==> src/design/ksl_pkg.sv <==
`default_nettype none
package ksl_pkg;

  localparam int KEY_BITS     = 31;
  localparam int PAYLOAD_BITS = 32;

  // operation codes
  localparam logic [1:0] OP_CLEAR  = 2'd0;
  localparam logic [1:0] OP_INSERT = 2'd1;
  localparam logic [1:0] OP_REMOVE = 2'd2;
  localparam logic [1:0] OP_SCAN   = 2'd3;

  // result status codes
  localparam logic [1:0] ST_OK        = 2'd0;
  localparam logic [1:0] ST_FULL      = 2'd1;
  localparam logic [1:0] ST_NOT_FOUND = 2'd2;
  localparam logic [1:0] ST_END       = 2'd3;

  typedef struct packed {
    logic [1:0]              operation;
    logic [KEY_BITS-1:0]     key;
    logic [PAYLOAD_BITS-1:0] payload;
  } req_t;

  typedef struct packed {
    logic [1:0]              status;
    logic [KEY_BITS-1:0]     found_key;
    logic [PAYLOAD_BITS-1:0] found_payload;
  } rsp_t;

  // controller -> datapath
  typedef struct packed {
    logic accept;    // take the request into the item register
    logic sweep;     // write an empty slot at the walk address, step
    logic clr_done;  // clear finished: rewind scan pointer, result ok
    logic walk;      // read the slot at the walk address, step
    logic finish;    // walk resolved: update slot, pointer, result
    logic load_out;  // move result into the response register
  } cmd_t;

  // datapath -> controller
  typedef struct packed {
    logic sweep_last;
    logic hit;
    logic miss;
    logic out_busy;
  } sts_t;

endpackage
`default_nettype wire

==> src/design/ksl_ctrl.sv <==
`default_nettype none
module ksl_ctrl (
  input  wire logic          clk,
  input  wire logic          rst,
  input  wire logic          req_valid,
  input  wire logic [1:0]    op,
  output logic               req_ready,
  input  wire ksl_pkg::sts_t sts,
  output ksl_pkg::cmd_t      cmd
);

  typedef enum logic [4:0] {
    S_INIT  = 5'b00001,
    S_IDLE  = 5'b00010,
    S_SWEEP = 5'b00100,
    S_WALK  = 5'b01000,
    S_RESP  = 5'b10000
  } state_t;

  state_t state, state_next;

  always_ff @(posedge clk) begin
    if (rst) begin
      state <= S_INIT;
    end else begin
      state <= state_next;
    end
  end

  always_comb begin
    state_next = state;
    cmd        = '0;
    req_ready  = 1'b0;
    case (state)
      S_INIT: begin
        cmd.sweep = 1'b1;
        if (sts.sweep_last) begin
          state_next = S_IDLE;
        end
      end
      S_IDLE: begin
        req_ready = 1'b1;
        if (req_valid) begin
          cmd.accept = 1'b1;
          state_next = (op == ksl_pkg::OP_CLEAR) ? S_SWEEP : S_WALK;
        end
      end
      S_SWEEP: begin
        cmd.sweep = 1'b1;
        if (sts.sweep_last) begin
          cmd.clr_done = 1'b1;
          state_next   = S_RESP;
        end
      end
      S_WALK: begin
        cmd.walk = 1'b1;
        if (sts.hit || sts.miss) begin
          cmd.finish = 1'b1;
          state_next = S_RESP;
        end
      end
      S_RESP: begin
        if (!sts.out_busy) begin
          cmd.load_out = 1'b1;
          state_next   = S_IDLE;
        end
      end
      default: begin
        state_next = S_INIT;
      end
    endcase
  end

endmodule
`default_nettype wire

==> config.mk <==
export PLATFORM = sky130hd
export DESIGN_NAME = ksl_ctrl
export DESIGN_NICKNAME = d
export VERILOG_FILES = /design/src/design/ksl_pkg.sv /design/src/design/ksl_ctrl.sv
export SDC_FILE = /design/constraint.sdc
export NUM_CORES = 1
export LEC_CHECK = 0
export BUFFER_PORTS_ARGS = -buffer_cell sky130_fd_sc_hd__buf_2
export CAP_MARGIN = 10
export CELL_PAD_IN_SITES_DETAIL_PLACEMENT = 0
export CELL_PAD_IN_SITES_GLOBAL_PLACEMENT = 1
export CORE_MARGIN = 4
export CORE_UTILIZATION = 32
export CTS_CLUSTER_DIAMETER = 30
export DETAILED_ROUTE_END_ITERATION = 6
export PLACE_DENSITY = 0.78
export SLEW_MARGIN = 25
export SYNTH_ARGS = -nofsm -noshare
export SYNTH_HDL_FRONTEND = slang
export SYNTH_SLANG_ARGS = --single-unit
==> constraint.sdc <==
create_clock -name clk -period 1.55 [get_ports clk]
set_input_delay 0.0775 -clock clk [delete_from_list [all_inputs] [get_ports clk]]
set_output_delay 0.0775 -clock clk [all_outputs]
set_load 0.01 [all_outputs]
==> flow_metrics.py <==
metrics = {
    "status": {
        "outcome": "finished clean",
    },
    "global_route": {
        "grt_util_all_layers": 0.121,
        "grt_pass1_vias": 416,
        "first_pass_grt_wire_length_microns": 1770,
        "initial_antenna_violation_count": 0,
        "grt_start_max_net_pins": 11,
        "grt_remaining_overflow": 0,
    },
    "timing": {
        "maxSlewHeadroom": 0.677,
        "tightestPinTransition_ns": 0.480,
        "hold_viol_final": 0,
        "largest_clock_skew_in_the_final_design_ns": 0.00412,
        "period_minus_slack_ns": 1.48,
        "max_freq_mhz": 676,
        "final_min_period_over_clock_period": 0.955,
        "finalSetupViolations": 0,
        "finalMaxSlewViolations": 0,
        "timing.final.ws_setup_ns": 0.0702,
    },
    "floorplanning": {
        "die_area_sq_mm": 0.00199,
        "placeable_core_area_sq_mm": 0.00119,
        "dieHeight_microns": 44.6,
        "fp-row-count": 12,
        "io_pins": 16,
        "initial_core_utilization": 0.361,
        "die-width_microns": 44.6,
    },
    "place": {
        "placement.io_buffers": 15,
        "detailed_place_hpwl_microns": 866,
        "placed_cell_area_sq_um": 520,
        "post-place-cells": 80,
        "place_ws_ns": 0.0601,
        "gp_routability_congestion": 0.800,
    },
    "setup_path": {
        "critPathSlowestCell": "sky130_fd_sc_hd__or4b_4",
        "critical_path.top_delay_family": "simple AND/OR/NAND/NOR gates",
        "cp_slowest_stage_delay_ns": 0.55,
        "worstSetupStartpointType": "register",
        "worst_ep_required_time_ns": 1.73,
        "critPathCaptureType": "register",
        "end_point_of_the_critical_path": "state[4]",
        "worstSetupPathDepth": 3,
        "worst_r2r_path_depth": 3,
        "path_max_fanout": 10,
        "worst-endpoint-arrival_ns": 1.66,
        "worst_reg2reg_setup_slack_ns": 0.07,
        "worstPathCellList": "or4b_4 > a211oi_2 > o311a_1",
        "worstSetupPathType": "reg2reg",
        "rr_endpoint": "state[4]",
        "setup.worst_path.start": "state[4]",
        "crit-reg2reg-launch": "state[4]",
        "cp_num_buf_inv": 0,
    },
    "clocking": {
        "post_cts_hold_buffer_count": 0,
        "cts.reportedPaths.clkPinSlew_ns": 0.05,
        "numClockSinks": 5,
        "cts.htree.levels": 1,
        "numCtsBuffers": 3,
        "cts_max_path_buffers": 2,
        "tritoncts_clock_tree": "done",
        "insertion_delay_ns": 0.24,
        "root_buffer": "sky130_fd_sc_hd__clkbuf_4",
    },
    "yosys": {
        "synth_nets": 61,
        "synth_cell_types": 33,
        "post-synth-top-area-fraction": 0.234,
        "syn_area_sq_um": 428,
        "ys.warnings.count": 0,
        "synth_top_area_cell": "sky130_fd_sc_hd__dfxtp_1",
        "synth_seq_cells": 5,
        "syn_avg_cell_area_sq_um": 8.23,
        "synthesis.instances": 52,
        "synthTopCellsByArea": "sky130_fd_sc_hd__dfxtp_1 23%, sky130_fd_sc_hd__nor4b_1 4.1%, sky130_fd_sc_hd__xnor2_1 4.1%",
        "synth_sequential_area_ratio": 0.234,
    },
    "finish": {
        "register_name_with_the_most_flops": "state",
        "area_growth_syn_to_layout_pct": 43.3,
        "layout-drive-gt1-share": 0.521,
        "largest_register_ff_count": 5,
        "antenna_diode_count": 0,
        "finish.instance_area_sq_um": 613,
        "multi_input_logic_area_sq_um": 345,
        "layout_common_cells": "15 x sky130_fd_sc_hd__buf_2, 5 x sky130_fd_sc_hd__buf_4, 3 x sky130_fd_sc_hd__nor2_1, 3 x sky130_fd_sc_hd__clkbuf_4, 3 x sky130_fd_sc_hd__dfxtp_2",
        "largestRegisters": "state (5)",
        "num-fill-cells": 125,
        "count_of_non_filler_cells_in_the_finished_layout": 85,
        "seq_area_sq_um": 104,
        "design.final.nets": 81,
        "final_common_cell": "sky130_fd_sc_hd__buf_2",
    },
    "power_and_ir_drop": {
        "power.leakage_nw": 0.265,
        "powerDensity_mw_per_mm2": 1030,
        "vdd.ir_drop.worst_uv": 544,
    },
    "routing": {
        "drtAntennaViolNets": 0,
        "dr_total_vias": 465,
        "route.detailed.vias_per_inst": 5.47,
        "finalWirelength_microns": 1140,
        "drt_first_iter_violations": 5,
        "drt_drc_violations_left": 0,
        "wl_per_cell_microns": 13.4,
        "drtPass1Iterations": 2,
    },
    "job": {
        "cap_viol_max_count": 0,
    },
    "hold_path": {
        "timing.hold.worst.class": "in2reg",
    },
}
==> where the power goes <==
part | switching (mW) | leakage [nW] | internal (mW) | total, mW
clock | 0.0540 | 0.0150 | 0.0974 | 0.151
combinational | 0.108 | 0.209 | 0.152 | 0.261
sequential | 0.0670 | 0.0413 | 0.152 | 0.219
==> routing by layer <==
layer / GRT usage / routed length, microns
met2: 0.183 / 524
met3: 0.0488 / 72
met5: 0 / 0
met4: 0.0482 / 0
met1: 0.151 / 540
==> how the worst min path moves through the flow <==
| stage | startpoint | to | slack, ns | cells after the start |
|---|---|---|---|---|
| after floorplan | rst | state[2] | 0.15 | 1 |
| after global placement | rst | state[2] | 0.30 | 2 |
| after detailed placement | rst | state[2] | 0.30 | 2 |
| after CTS | rst | state[2] | 0.05 | 2 |
| after global routing | rst | state[2] | 0.05 | 2 |
| final | rst | state[2] | 0.05 | 2 |
==> per-stage QoR <==
| step | hold slack, ns | setup TNS, ns | total power [mW] | utilization |
|---|---|---|---|---|
| 2_1_floorplan | 0.147 | 0 | 0.345 | - |
| 3_3_place_gp | 0.304 | 0 | 0.427 | 0.439 |
| 3_5_place_dp | 0.302 | 0 | 0.424 | 0.439 |
| 4_1_cts | 0.0455 | -0.00287 | 0.581 | 0.468 |
| 5_1_grt | 0.0524 | -0.0225 | 0.689 | 0.517 |
| 6_report | 0.0517 | 0 | 0.631 | 0.517 |
==> what timing repair did <==
item / in CTS / in global routing
gates resized for setup: 2 / 10
hold endpoints to repair: 0 / 0
endpoints found under the setup margin: 3 / 7
buffers inserted: 0 / 1
pin swaps: 0 / 2
cloned: 0 / 0
==> cells in the mapped netlist, drive strengths merged <==
library cell / number
nand3b: 2
o311a: 1
a21oi: 2
and3: 1
o21ai: 1
o21a: 1
o31ai: 1
and2: 2
a21o: 1
nor4: 3
nor2b: 2
nand4: 1
inv: 2
or4b: 1
a211oi: 1
clkbuf: 1
buf: 4
xnor2: 2
nor3b: 2
nor2: 3
o221ai: 1
nor4b: 2
or2: 2
dfxtp: 5
nand3: 2
or4: 1
or2b: 1
a311oi: 1
o32ai: 1
nor3: 1
xor2: 1
==> cells by family after synthesis <==
kind of cell	Yosys count	synth area share
AOI/OAI and AO/OA	11	0.202
xor gates and xnor gates	3	0.0614
buffers and inverters	7	0.0877
DFF	5	0.234
and+or+nand+nor	26	0.415
==> area by class of cell <==
| class | instances | share of cell area |
|---|---|---|
| tap | 14 | 0.0286 |
| clock buffer | 4 | 0.0429 |
| multi-input combinational | 40 | 0.563 |
| inverter | 2 | 0.0122 |
| sequential | 5 | 0.169 |
| timing repair buffer | 20 | 0.184 |
Power figures use the tool's default switching activity.
